==> config.mk <==
export PLATFORM = sky130hd
export DESIGN_NAME = packet_size_statistics_core_flat
export DESIGN_NICKNAME = d
export VERILOG_FILES = /design/src/sv/pss_pkg.sv /design/src/sv/pss_if.sv /design/src/sv/packet_size_statistics_core.sv /design/src/sv/pss_divider.sv /design/src/sv/pss_hist_ram.sv /design/src/flat_wrapper.sv
export SDC_FILE = /design/constraint.sdc
export NUM_CORES = 2
export LEC_CHECK = 0
export ABC_AREA = 1
export BUFFER_PORTS_ARGS = -buffer_cell sky130_fd_sc_hd__buf_4
export CAP_MARGIN = 0
export CELL_PAD_IN_SITES_DETAIL_PLACEMENT = 0
export CELL_PAD_IN_SITES_GLOBAL_PLACEMENT = 1
export CORE_UTILIZATION = 43
export DETAILED_ROUTE_END_ITERATION = 8
export PLACE_DENSITY_LB_ADDON = 0.25
export SLEW_MARGIN = 10
export SYNTH_ARGS = -nofsm -noshare
export SYNTH_HDL_FRONTEND = slang
export SYNTH_SLANG_ARGS = --single-unit
==> constraint.sdc <==
create_clock -name clk -period 8 [get_ports clk]
set_clock_uncertainty 0.1 [all_clocks]
set_input_delay 1.6 -clock clk [delete_from_list [all_inputs] [get_ports clk]]
set_output_delay 1.6 -clock clk [all_outputs]
set_load 0.005 [all_outputs]
==> src/sv/pss_pkg.sv <==
// Shared types, constants and helpers for the packet size statistics block.
package pss_pkg;

  // Field widths
  localparam int LEN_W       = 16;
  localparam int ADDR_W      = 32;
  localparam int BYTES_W     = 40;
  localparam int COUNT_W     = 32;
  localparam int CMD_W       = 2;
  localparam int BIN_SEL_W   = 4;
  localparam int CFG_INDEX_W = 2;
  localparam int CFG_DATA_W  = 32;

  // Default histogram depth
  localparam int HIST_DEPTH_DEF = 16;

  // Divider: quotient bits resolved per clock
  localparam int DIV_STEPS = 4;

  // Register reset values
  localparam logic [LEN_W-1:0]  BIN_WIDTH_RST   = 16'd100;
  localparam logic [ADDR_W-1:0] FILTER_ADDR_RST = 32'h7F00_0001;  // loopback
  localparam logic              FILTER_EN_RST   = 1'b1;

  // Saturation limits
  localparam logic [BYTES_W-1:0] BYTES_MAX = {BYTES_W{1'b1}};
  localparam logic [COUNT_W-1:0] COUNT_MAX = {COUNT_W{1'b1}};
  localparam logic [LEN_W-1:0]   LEN_MAX   = {LEN_W{1'b1}};

  // Configuration register indexes
  localparam logic [CFG_INDEX_W-1:0] CFG_BIN_WIDTH   = 2'd0;
  localparam logic [CFG_INDEX_W-1:0] CFG_FILTER_ADDR = 2'd1;
  localparam logic [CFG_INDEX_W-1:0] CFG_FILTER_EN   = 2'd2;

  // Commands
  typedef enum logic [CMD_W-1:0] {
    CMD_PACKET = 2'd0,
    CMD_READ   = 2'd1,
    CMD_CLEAR  = 2'd2,
    CMD_NONE   = 2'd3
  } pss_cmd_t;

  // Control sequencer states
  typedef enum logic [2:0] {
    ST_INIT,
    ST_IDLE,
    ST_DIV,
    ST_WB,
    ST_FIN,
    ST_CLEAR
  } pss_state_t;

  // Divider status towards the sequencer
  typedef struct packed {
    logic busy;
    logic done;
  } pss_div_stat_t;

  // Saturating increment of a counter
  function automatic logic [COUNT_W-1:0] sat_inc(input logic [COUNT_W-1:0] v);
    sat_inc = (v == COUNT_MAX) ? v : v + COUNT_W'(1);
  endfunction

endpackage

==> src/sv/pss_if.sv <==
// Item channel interfaces: packet command input and statistics result output.
interface pss_in_if;
  logic                           valid;
  logic                           ready;
  logic [pss_pkg::CMD_W-1:0]      command;
  logic [pss_pkg::ADDR_W-1:0]     src_address;
  logic [pss_pkg::ADDR_W-1:0]     dst_address;
  logic [pss_pkg::LEN_W-1:0]      packet_length;
  logic [pss_pkg::BIN_SEL_W-1:0]  bin_select;

  modport source (output valid, command, src_address, dst_address, packet_length,
                  bin_select, input ready);
  modport sink   (input valid, command, src_address, dst_address, packet_length,
                  bin_select, output ready);
endinterface

interface pss_out_if;
  logic                          valid;
  logic                          ready;
  logic                          accepted;
  logic [pss_pkg::BYTES_W-1:0]   total_bytes;
  logic [pss_pkg::COUNT_W-1:0]   packet_count;
  logic [pss_pkg::LEN_W-1:0]     min_length;
  logic [pss_pkg::LEN_W-1:0]     max_length;
  logic [pss_pkg::COUNT_W-1:0]   bin_count;

  modport source (output valid, accepted, total_bytes, packet_count, min_length,
                  max_length, bin_count, input ready);
  modport sink   (input valid, accepted, total_bytes, packet_count, min_length,
                  max_length, bin_count, output ready);
endinterface

==> src/sv/packet_size_statistics_core.sv <==
// Packet length statistics with a length histogram; top level and control sequencer.
//
// One command item at a time. A counted packet goes through the divider (4 quotient
// bits a clock) that finds the bin, then the bin is read from the histogram RAM and
// written back incremented. A filtered packet, an unused command or a bin read skips
// the divider. A clear sweeps the histogram RAM one bin a cycle; the same sweep runs
// after reset, and no item is taken during it (configuration writes are taken
// throughout). A finished result sits in an output register, so the next item is
// taken while it waits.
module packet_size_statistics_core #(
  parameter int HIST_DEPTH = pss_pkg::HIST_DEPTH_DEF
) (
  input  logic                              clk,
  input  logic                              rst_n,
  pss_in_if.sink                            in_if,
  pss_out_if.source                         out_if,
  input  logic                              cfg_wr_en,
  input  logic [pss_pkg::CFG_INDEX_W-1:0]   cfg_index,
  input  logic [pss_pkg::CFG_DATA_W-1:0]    cfg_data
);
  import pss_pkg::*;

  localparam int IDX_W     = $clog2(HIST_DEPTH);
  localparam int SEL_PAD_W = IDX_W + BIN_SEL_W;

  // Configuration registers
  logic [LEN_W-1:0]   bin_width_r;
  logic [ADDR_W-1:0]  filter_addr_r;
  logic               filter_en_r;

  // Control
  pss_state_t         state_r, state_nxt;
  pss_cmd_t           cmd_r;
  pss_cmd_t           in_cmd;
  logic [IDX_W-1:0]   idx_r;
  logic [IDX_W-1:0]   sweep_r, sweep_nxt;
  logic               sweep_on, sweep_last;

  // Running totals
  logic [BYTES_W-1:0] total_r, total_nxt;
  logic [COUNT_W-1:0] count_r, count_nxt;
  logic [LEN_W-1:0]   min_r, min_nxt;
  logic [LEN_W-1:0]   max_r, max_nxt;

  // Output register
  logic               out_valid_r, out_valid_nxt;
  logic               out_acc_r;
  logic [BYTES_W-1:0] out_total_r;
  logic [COUNT_W-1:0] out_count_r;
  logic [LEN_W-1:0]   out_min_r;
  logic [LEN_W-1:0]   out_max_r;
  logic [COUNT_W-1:0] out_bin_r;

  // Datapath signals
  logic               in_fire, drop, sel_ok, slot_free, produce;
  logic [SEL_PAD_W-1:0] sel_pad;
  logic [IDX_W-1:0]   sel_idx, q_idx;
  logic [LEN_W-1:0]   quotient;
  pss_div_stat_t      div_stat;
  logic               div_start;
  logic               mem_wr_en, mem_rd_en;
  logic [IDX_W-1:0]   mem_wr_addr, mem_rd_addr;
  logic [COUNT_W-1:0] mem_wr_data, mem_rd_data, bin_inc;
  logic [BYTES_W:0]   sum_wide;

  // Decode the incoming item
  assign in_cmd    = pss_cmd_t'(in_if.command);
  assign in_fire   = in_if.valid && in_if.ready;
  assign drop      = filter_en_r && ((in_if.src_address == filter_addr_r) ||
                                     (in_if.dst_address == filter_addr_r));
  assign sel_ok    = {{(LEN_W - BIN_SEL_W){1'b0}}, in_if.bin_select} < LEN_W'(HIST_DEPTH);
  assign sel_pad   = SEL_PAD_W'(in_if.bin_select);
  assign sel_idx   = sel_pad[IDX_W-1:0];
  assign q_idx     = (quotient >= LEN_W'(HIST_DEPTH)) ? IDX_W'(HIST_DEPTH - 1)
                                                      : quotient[IDX_W-1:0];
  assign slot_free = !out_valid_r || out_if.ready;
  assign sweep_on  = (state_r == ST_INIT) || (state_r == ST_CLEAR);
  assign sweep_last = (sweep_r == IDX_W'(HIST_DEPTH - 1));
  assign bin_inc   = sat_inc(mem_rd_data);

  // Configuration writes
  always_ff @(posedge clk) begin
    if (!rst_n) begin
      bin_width_r   <= BIN_WIDTH_RST;
      filter_addr_r <= FILTER_ADDR_RST;
      filter_en_r   <= FILTER_EN_RST;
    end else if (cfg_wr_en) begin
      unique case (cfg_index)
        CFG_BIN_WIDTH:   bin_width_r   <= cfg_data[LEN_W-1:0];
        CFG_FILTER_ADDR: filter_addr_r <= cfg_data[ADDR_W-1:0];
        CFG_FILTER_EN:   filter_en_r   <= cfg_data[0];
        default:         ;
      endcase
    end
  end

  // Next state
  always_comb begin
    state_nxt = state_r;
    unique case (state_r)
      ST_INIT:  if (sweep_last) state_nxt = ST_IDLE;
      ST_CLEAR: if (sweep_last) state_nxt = ST_FIN;
      ST_IDLE: begin
        if (in_fire) begin
          unique case (in_cmd)
            CMD_PACKET: state_nxt = drop ? ST_FIN : ST_DIV;
            CMD_READ:   state_nxt = sel_ok ? ST_WB : ST_FIN;
            CMD_CLEAR:  state_nxt = ST_CLEAR;
            CMD_NONE:   state_nxt = ST_FIN;
            default:    state_nxt = ST_FIN;
          endcase
        end
      end
      ST_DIV:   if (div_stat.done) state_nxt = ST_WB;
      ST_WB:    if (slot_free) state_nxt = ST_IDLE;
      ST_FIN:   if (slot_free) state_nxt = ST_IDLE;
      default:  state_nxt = ST_IDLE;
    endcase
  end

  // Sequencer outputs: handshake, divider start, RAM ports
  always_comb begin
    in_if.ready = (state_r == ST_IDLE);
    div_start   = in_fire && (in_cmd == CMD_PACKET) && !drop;
    mem_rd_en   = (in_fire && (in_cmd == CMD_READ) && sel_ok) ||
                  ((state_r == ST_DIV) && div_stat.done);
    mem_rd_addr = (state_r == ST_DIV) ? q_idx : sel_idx;
    mem_wr_en   = sweep_on ||
                  ((state_r == ST_WB) && slot_free && (cmd_r == CMD_PACKET));
    mem_wr_addr = sweep_on ? sweep_r : idx_r;
    mem_wr_data = sweep_on ? '0 : bin_inc;
    produce     = ((state_r == ST_WB) || (state_r == ST_FIN)) && slot_free;
    sweep_nxt   = sweep_on ? (sweep_last ? '0 : sweep_r + IDX_W'(1)) : sweep_r;
  end

  always_ff @(posedge clk) begin
    if (!rst_n) begin
      state_r <= ST_INIT;
      sweep_r <= '0;
    end else begin
      state_r <= state_nxt;
      sweep_r <= sweep_nxt;
    end
  end

  // Hold the command and the bin being updated
  always_ff @(posedge clk) begin
    if (in_fire) begin
      cmd_r <= in_cmd;
    end
    if ((state_r == ST_DIV) && div_stat.done) begin
      idx_r <= q_idx;
    end
  end

  // Update the running totals on acceptance
  always_comb begin
    total_nxt = total_r;
    count_nxt = count_r;
    min_nxt   = min_r;
    max_nxt   = max_r;
    sum_wide  = {1'b0, total_r} + (BYTES_W + 1)'(in_if.packet_length);
    if (in_fire && (in_cmd == CMD_PACKET) && !drop) begin
      total_nxt = sum_wide[BYTES_W] ? BYTES_MAX : sum_wide[BYTES_W-1:0];
      count_nxt = sat_inc(count_r);
      if (in_if.packet_length < min_r) min_nxt = in_if.packet_length;
      if (in_if.packet_length > max_r) max_nxt = in_if.packet_length;
    end else if (in_fire && (in_cmd == CMD_CLEAR)) begin
      total_nxt = '0;
      count_nxt = '0;
      min_nxt   = LEN_MAX;
      max_nxt   = '0;
    end
  end

  always_ff @(posedge clk) begin
    if (!rst_n) begin
      total_r <= '0;
      count_r <= '0;
      min_r   <= LEN_MAX;
      max_r   <= '0;
    end else begin
      total_r <= total_nxt;
      count_r <= count_nxt;
      min_r   <= min_nxt;
      max_r   <= max_nxt;
    end
  end

  // Output register
  always_comb begin
    out_valid_nxt = out_valid_r;
    if (produce) begin
      out_valid_nxt = 1'b1;
    end else if (out_if.ready) begin
      out_valid_nxt = 1'b0;
    end
  end

  always_ff @(posedge clk) begin
    if (!rst_n) begin
      out_valid_r <= 1'b0;
    end else begin
      out_valid_r <= out_valid_nxt;
    end
  end

  always_ff @(posedge clk) begin
    if (produce) begin
      out_acc_r   <= (state_r == ST_WB) && (cmd_r == CMD_PACKET);
      out_total_r <= total_r;
      out_count_r <= count_r;
      out_min_r   <= min_r;
      out_max_r   <= max_r;
      if (state_r == ST_WB) begin
        out_bin_r <= (cmd_r == CMD_PACKET) ? bin_inc : mem_rd_data;
      end else begin
        out_bin_r <= '0;
      end
    end
  end

  assign out_if.valid        = out_valid_r;
  assign out_if.accepted     = out_acc_r;
  assign out_if.total_bytes  = out_total_r;
  assign out_if.packet_count = out_count_r;
  assign out_if.min_length   = out_min_r;
  assign out_if.max_length   = out_max_r;
  assign out_if.bin_count    = out_bin_r;

  // Bin quotient unit
  pss_divider u_div (
    .clk      (clk),
    .rst_n    (rst_n),
    .start    (div_start),
    .dividend (in_if.packet_length),
    .divisor  (bin_width_r),
    .quotient (quotient),
    .stat     (div_stat)
  );

  // Histogram store
  pss_hist_ram #(
    .HIST_DEPTH (HIST_DEPTH)
  ) u_ram (
    .clk     (clk),
    .wr_en   (mem_wr_en),
    .wr_addr (mem_wr_addr),
    .wr_data (mem_wr_data),
    .rd_en   (mem_rd_en),
    .rd_addr (mem_rd_addr),
    .rd_data (mem_rd_data)
  );

`ifndef SYNTH
  a_min_le_max: assert property (@(posedge clk) disable iff (!rst_n)
    (count_r != '0) |-> (min_r <= max_r))
    else $error("minimum length above maximum with packets counted");
  a_empty_totals: assert property (@(posedge clk) disable iff (!rst_n)
    (count_r == '0) |-> ((total_r == '0) && (max_r == '0) && (min_r == LEN_MAX)))
    else $error("empty capture with non-empty totals");
  a_div_done_in_div: assert property (@(posedge clk) disable iff (!rst_n)
    div_stat.done |-> (state_r == ST_DIV))
    else $error("divider finished outside the divide state");
  a_result_source: assert property (@(posedge clk) disable iff (!rst_n)
    $rose(out_valid_r) |-> ($past(state_r) == ST_WB || $past(state_r) == ST_FIN))
    else $error("result raised outside a finishing state");
`endif

endmodule

==> src/sv/pss_divider.sv <==
// Iterative restoring divider giving the histogram bin quotient of length / width.
module pss_divider (
  input  logic                       clk,
  input  logic                       rst_n,
  input  logic                       start,
  input  logic [pss_pkg::LEN_W-1:0]  dividend,
  input  logic [pss_pkg::LEN_W-1:0]  divisor,
  output logic [pss_pkg::LEN_W-1:0]  quotient,
  output pss_pkg::pss_div_stat_t     stat
);
  import pss_pkg::*;

  localparam int ITERS = LEN_W / DIV_STEPS;
  localparam int CNT_W = (ITERS > 1) ? $clog2(ITERS) : 1;

  logic               busy_r, busy_nxt;
  logic               done_r, done_nxt;
  logic [CNT_W-1:0]   cnt_r, cnt_nxt;
  logic [LEN_W:0]     rem_r, rem_nxt;
  logic [LEN_W-1:0]   qd_r, qd_nxt;
  logic [LEN_W-1:0]   dvs_r;

  // Resolve DIV_STEPS quotient bits from the running remainder
  always_comb begin
    logic [LEN_W:0]   rem_t;
    logic [LEN_W-1:0] qd_t;
    rem_t = rem_r;
    qd_t  = qd_r;
    for (int i = 0; i < DIV_STEPS; i++) begin
      rem_t = {rem_t[LEN_W-1:0], qd_t[LEN_W-1]};
      qd_t  = {qd_t[LEN_W-2:0], 1'b0};
      if (rem_t >= {1'b0, dvs_r}) begin
        rem_t    = rem_t - {1'b0, dvs_r};
        qd_t[0]  = 1'b1;
      end
    end
    rem_nxt = rem_t;
    qd_nxt  = qd_t;
  end

  // Iteration control
  always_comb begin
    busy_nxt = busy_r;
    done_nxt = 1'b0;
    cnt_nxt  = cnt_r;
    if (start) begin
      busy_nxt = 1'b1;
      cnt_nxt  = '0;
    end else if (busy_r) begin
      cnt_nxt = cnt_r + CNT_W'(1);
      if (cnt_r == CNT_W'(ITERS - 1)) begin
        busy_nxt = 1'b0;
        done_nxt = 1'b1;
      end
    end
  end

  always_ff @(posedge clk) begin
    if (!rst_n) begin
      busy_r <= 1'b0;
      done_r <= 1'b0;
      cnt_r  <= '0;
    end else begin
      busy_r <= busy_nxt;
      done_r <= done_nxt;
      cnt_r  <= cnt_nxt;
    end
  end

  // Operand and partial result registers
  always_ff @(posedge clk) begin
    if (start) begin
      rem_r <= '0;
      qd_r  <= dividend;
      dvs_r <= divisor;
    end else if (busy_r) begin
      rem_r <= rem_nxt;
      qd_r  <= qd_nxt;
    end
  end

  assign quotient  = qd_r;
  assign stat.busy = busy_r;
  assign stat.done = done_r;

`ifndef SYNTH
  a_done_after_busy: assert property (@(posedge clk) disable iff (!rst_n)
    done_r |-> $past(busy_r))
    else $error("divider done without a running division");
  a_no_double_state: assert property (@(posedge clk) disable iff (!rst_n)
    !(busy_r && done_r))
    else $error("divider busy and done together");
  a_start_runs: assert property (@(posedge clk) disable iff (!rst_n)
    start |=> busy_r)
    else $error("divider did not start");
`endif

endmodule

==> src/sv/pss_hist_ram.sv <==
// Histogram bin store: one write port and one registered read port.
module pss_hist_ram #(
  parameter int HIST_DEPTH = pss_pkg::HIST_DEPTH_DEF
) (
  input  logic                          clk,
  input  logic                          wr_en,
  input  logic [$clog2(HIST_DEPTH)-1:0] wr_addr,
  input  logic [pss_pkg::COUNT_W-1:0]   wr_data,
  input  logic                          rd_en,
  input  logic [$clog2(HIST_DEPTH)-1:0] rd_addr,
  output logic [pss_pkg::COUNT_W-1:0]   rd_data
);
  import pss_pkg::*;

  logic [COUNT_W-1:0] mem [HIST_DEPTH];

  // Write port
  always_ff @(posedge clk) begin
    if (wr_en) begin
      mem[wr_addr] <= wr_data;
    end
  end

  // Read port, data held until the next read
  always_ff @(posedge clk) begin
    if (rd_en) begin
      rd_data <= mem[rd_addr];
    end
  end

endmodule

==> src/flat_wrapper.sv <==
// flat-port wrapper written by rule: the top's interface ports become plain ports
module packet_size_statistics_core_flat import pss_pkg::*;
#(
  parameter int HIST_DEPTH = pss_pkg::HIST_DEPTH_DEF
)
  (clk, rst_n, cfg_wr_en, cfg_index, cfg_data, in_if_valid, in_if_command, in_if_src_address, in_if_dst_address, in_if_packet_length, in_if_bin_select, in_if_ready, out_if_valid, out_if_accepted, out_if_total_bytes, out_if_packet_count, out_if_min_length, out_if_max_length, out_if_bin_count, out_if_ready);
  pss_in_if in_if_i ();
  pss_out_if out_if_i ();
  input  logic clk;
  input  logic rst_n;
  input  logic cfg_wr_en;
  input  logic [pss_pkg::CFG_INDEX_W-1:0] cfg_index;
  input  logic [pss_pkg::CFG_DATA_W-1:0] cfg_data;
  input wire logic [$bits(in_if_i.valid)-1:0] in_if_valid;
  input wire logic [$bits(in_if_i.command)-1:0] in_if_command;
  input wire logic [$bits(in_if_i.src_address)-1:0] in_if_src_address;
  input wire logic [$bits(in_if_i.dst_address)-1:0] in_if_dst_address;
  input wire logic [$bits(in_if_i.packet_length)-1:0] in_if_packet_length;
  input wire logic [$bits(in_if_i.bin_select)-1:0] in_if_bin_select;
  output wire logic [$bits(in_if_i.ready)-1:0] in_if_ready;
  output wire logic [$bits(out_if_i.valid)-1:0] out_if_valid;
  output wire logic [$bits(out_if_i.accepted)-1:0] out_if_accepted;
  output wire logic [$bits(out_if_i.total_bytes)-1:0] out_if_total_bytes;
  output wire logic [$bits(out_if_i.packet_count)-1:0] out_if_packet_count;
  output wire logic [$bits(out_if_i.min_length)-1:0] out_if_min_length;
  output wire logic [$bits(out_if_i.max_length)-1:0] out_if_max_length;
  output wire logic [$bits(out_if_i.bin_count)-1:0] out_if_bin_count;
  input wire logic [$bits(out_if_i.ready)-1:0] out_if_ready;
  assign in_if_i.valid = in_if_valid;
  assign in_if_i.command = in_if_command;
  assign in_if_i.src_address = in_if_src_address;
  assign in_if_i.dst_address = in_if_dst_address;
  assign in_if_i.packet_length = in_if_packet_length;
  assign in_if_i.bin_select = in_if_bin_select;
  assign in_if_ready = in_if_i.ready;
  assign out_if_valid = out_if_i.valid;
  assign out_if_accepted = out_if_i.accepted;
  assign out_if_total_bytes = out_if_i.total_bytes;
  assign out_if_packet_count = out_if_i.packet_count;
  assign out_if_min_length = out_if_i.min_length;
  assign out_if_max_length = out_if_i.max_length;
  assign out_if_bin_count = out_if_i.bin_count;
  assign out_if_i.ready = out_if_ready;
  packet_size_statistics_core #(.HIST_DEPTH(HIST_DEPTH)) u_core (.clk(clk), .rst_n(rst_n), .in_if(in_if_i), .out_if(out_if_i), .cfg_wr_en(cfg_wr_en), .cfg_index(cfg_index), .cfg_data(cfg_data));
endmodule
==> run_results.csv <==
group,metric,value,unit
layout,layout.nets,5218,
sta,tightestPinTransition,1.20,ns
sta,achievable_freq,131,MHz
critical_path,reg2reg_setup_slack,0.36,ns
power,power_leakage,20.9,nW
routing,drc_violations_left,0,
sta,min_period_over_period,95.5,%
sta,final.min_clock_period,7.64,ns
die,fp-row-count,117,
outcome,run_status,"completed",
power,netSwitchingPower,9.89,mW
synthesis,syn_nets,4874,
global_route,groute.usage.overall,25.2,%
layout,area_growth,18.0,%
clocking,clkSinkCount,900,
clocking,clk_latency,0.68,ns
global_route,grt_pass1_wl,197000,um
placed_design,dp_slack,0.100,ns
placed_design,portBuffers,263,
layout,fillerInstances,9351,
critical_path,timing.rr.start,"u_core.u_div.dvs_r[3]$_DFFE_PP_",
clocking,hold_buffer_count_at_cts,0,
synthesis,seq_area_frac_synth,57.2,%
synthesis,postSynthRegisterBits,900,
power,cell_internal_power,14.3,mW
min_path,hold_path.startpoint,"u_core.bin_width_r[12]$_SDFFE_PN0P_",
die,initial_core_util,43.4,%
sta,layout_setup_ws,0.356,ns
critical_path,cp-start-kind,"flop",
layout,multi_input_area,0.0161,mm^2
min_path,hold_class,"reg2reg",
clocking,cts_root_buf,"sky130_fd_sc_hd__clkbuf_16",
die,fp.dieW,322,um
routing,route.antenna.remaining_nets,0,
synthesis,synthesis.area_per_instance,9.52,um^2
synthesis,synthArstFlopShare,0,%
clocking,cts_buffers,95,
critical_path,crit_reg_reg_endpoint,"u_core.u_div.rem_r[10]$_SDFFE_PP0P_",
power,pwr-share-comb,52.9,%
critical_path,path_class,"reg2reg",
routing,route.detailed.vias_per_inst,5.36,
sta,maxSlewViolCount,0,
critical_path,slowest_delay,0.38,ns
placed_design,place.detailed.hpwl,87200,um
synthesis,synthDistinctLibCells,60,
clocking,ctsLongestPathBuffers,3,
routing,drt_wl_total,134000,um
layout,post_route_cells_drive_above_1_share,14.5,%
sta,whs,0.325,ns
clocking,tritoncts,"built",
sta,finalSetupViolCount,0,
critical_path,cp_max_fo,15,
routing,routed-via-count,34400,
critical_path,critical_path_arrival,8.11,ns
routing,routedWlPerCell,20.9,um
global_route,grt_start_max_net_pins,259,
clocking,htree_num_levels,3,
power,power.clock.fraction,18.2,%
critical_path,reg2reg_depth,51,
routing,drt-pass1-iter-count,6,
die,boundaryPins,264,
min_path,hold_depth,0,
synthesis,synth_warn,0,
synthesis,synth-edff-count,719,
min_path,timing.hold.worst_endpoint,"u_core.u_div.dvs_r[12]$_DFFE_PP_",
routing,drt_first_iter_violations,3248,
global_route,grt_antenna_before_repair,2,
global_route,grt_pass1_vias,31600,
sta,fin_tns_setup,0,ns
power,power_switching_share,40.9,%
sta,rel_slew_slack,19.8,%
power,pwr_density_cell,465,mW/mm^2
critical_path,end_kind,"flop",
placed_design,gpl_wtd_cong,0.956,
die,die_area,0.104,mm^2
layout,final-seq-area,0.0252,mm^2
sta,final_hold_viol_count,0,
synthesis,netlist_instances,4625,
critical_path,timing.critical_path.mode_cell,"sky130_fd_sc_hd__nand2_1",
synthesis,prevailing_post_synth_register_cell,"sky130_fd_sc_hd__edfxtp_1",
die,dieHeight,322,um
synthesis,syn-cell-area,0.0441,mm^2
power,share_seq_of_total_power,28.9,%
job,cap_violations,0,
layout,num_antenna_cells,0,
global_route,grt_overflow_total,0,
die,core_area,0.102,mm^2
power,worst_ir_drop_vdd,0.000529,V
power,total_chip_power,24.2,mW
critical_path,crit_path_top_delay_cell,"sky130_fd_sc_hd__edfxtp_1",
critical_path,cp_data_required_time,8.47,ns
clocking,clk_pin_slew_worst_paths,0.06,ns
cells by family after synthesis:
logic type	share of synthesized area (%)
compound gates	11.8
xor+xnor	3.20
fa+ha+maj	3.61
buf+inv	7.34
flops	57.2
mux	0.0227
simple gates	16.8
registers in the layout, indices dropped and copies added (netlist names), 32 cells and up:
signal                      count
u_core.count_r                 32
u_core.filter_addr_r           32
u_core.out_if.bin_count        32
u_core.out_if.packet_count     32
u_core.out_if.total_bytes      40
u_core.total_r                 40
u_core.u_ram.mem              512
u_core.u_ram.rd_data           32
cell usage after synthesis, drive strengths merged, types with 83 or more instances:
| library cell | number | area [um^2] |
|---|---|---|
| nand2 | 733 | 2770 |
| inv | 644 | 2420 |
| o21ai | 345 | 1730 |
| nor2 | 324 | 1250 |
| clkbuf | 120 | 450 |
| edfxtp | 719 | 21600 |
| nand3 | 412 | 2110 |
| a21oi | 374 | 1890 |
| o211ai | 139 | 1040 |
| ha | 119 | 1490 |
| xnor2 | 83 | 727 |
| dfxtp | 181 | 3620 |
per-stage QoR:
step                      util, %  cell area (um^2)  cells
final                        51.2             52000   6414
after floorplan                 -             44100   4625
after detailed placement     47.7             48400   6223
after CTS                    50.7             51500   6397
after global routing         51.2             52000   6414
after global placement       47.7             48400   6223
final cells by class:
| cell class | instances | area share, % |
|---|---|---|
| Clock inverter | 51 | 1.01 |
| Tap cell | 1368 | 3.29 |
| Timing Repair Buffer | 439 | 6.55 |
| Inverter | 646 | 4.68 |
| Multi-Input combinational cell | 2887 | 31.0 |
| Clock buffer | 123 | 4.93 |
| Sequential cell | 900 | 48.5 |
power groups by stage:
stage          clock (mW)  combinational (mW)  sequential (mW)
6_report             4.40                12.8             6.97
3_5_place_dp            0                12.2             7.07
2_1_floorplan           0                6.86             6.97
5_1_grt              4.66                13.9             7.05
4_1_cts              4.49                12.2             6.98
3_3_place_gp            0                12.3             7.04
worst max-delay path by stage:
stage,from,to,slack (ns)
final,u_core.u_div.dvs_r[3]$_DFFE_PP_,u_core.u_div.rem_r[10]$_SDFFE_PP0P_,0.36
after global routing,u_core.u_div.dvs_r[7]$_DFFE_PP_,u_core.u_div.rem_r[10]$_SDFFE_PP0P_,-0.06
after CTS,u_core.u_div.dvs_r[7]$_DFFE_PP_,u_core.u_div.rem_r[4]$_SDFFE_PP0P_,0.04
after detailed placement,u_core.u_div.dvs_r[7]$_DFFE_PP_,u_core.u_div.rem_r[4]$_SDFFE_PP0P_,0.10
after global placement,u_core.u_div.rem_r[11]$_SDFFE_PP0P_,u_core.u_div.rem_r[2]$_SDFFE_PP0P_,0.14
after floorplan,u_core.u_div.dvs_r[1]$_DFFE_PP_,u_core.u_div.quotient[0]$_DFFE_PP_,0.69
metal layers:
metal,vias to the layer above,track usage (%),part of all wire (%)
met1,16500,35.9,45
met2,1116,40.3,46
li1,16600,-,-
met3,161,3.35,6.5
met4,0,6.72,2.3
met5,-,0,0
cell usage in the layout (no fill, tap or decap), types with 13 or more instances in the layout:
master / instances
sky130_fd_sc_hd__nor3_1: 66
sky130_fd_sc_hd__or2_2: 17
sky130_fd_sc_hd__o21bai_1: 13
sky130_fd_sc_hd__xnor2_1: 83
sky130_fd_sc_hd__o221ai_1: 14
sky130_fd_sc_hd__clkbuf_1: 22
sky130_fd_sc_hd__nor2_4: 21
sky130_fd_sc_hd__nor2_1: 294
sky130_fd_sc_hd__dfxtp_1: 178
sky130_fd_sc_hd__edfxtp_1: 719
sky130_fd_sc_hd__clkbuf_16: 97
sky130_fd_sc_hd__buf_4: 428
sky130_fd_sc_hd__nand4_1: 60
sky130_fd_sc_hd__nand3b_1: 15
sky130_fd_sc_hd__nand2_2: 14
sky130_fd_sc_hd__ha_1: 101
sky130_fd_sc_hd__nand2_1: 716
sky130_fd_sc_hd__clkinv_2: 19
sky130_fd_sc_hd__inv_1: 628
sky130_fd_sc_hd__nand3_1: 405
sky130_fd_sc_hd__o21ai_0: 319
sky130_fd_sc_hd__inv_2: 13
sky130_fd_sc_hd__a21oi_2: 16
sky130_fd_sc_hd__xor2_1: 78
sky130_fd_sc_hd__o211ai_1: 139
sky130_fd_sc_hd__o21ai_1: 15
sky130_fd_sc_hd__a21oi_1: 356
sky130_fd_sc_hd__nor4_1: 30
timing repair:
action	4_1_cts	5_1_grt
resized for setup	0	95
setup endpoints to repair	0	17
buffers inserted	0	14
worst max-delay path, delay by kind of cell, from the launching register on:
family | cells | cell delay, ns
buffers and inverters | 13 | 1.55
adders and majority gates | 4 | 1.08
AOI/OAI and AO/OA | 11 | 1.74
and+or+nand+nor | 23 | 2.65
DFF | 1 | 0.38
No activity file was read; power rests on OpenSTA's default activity.
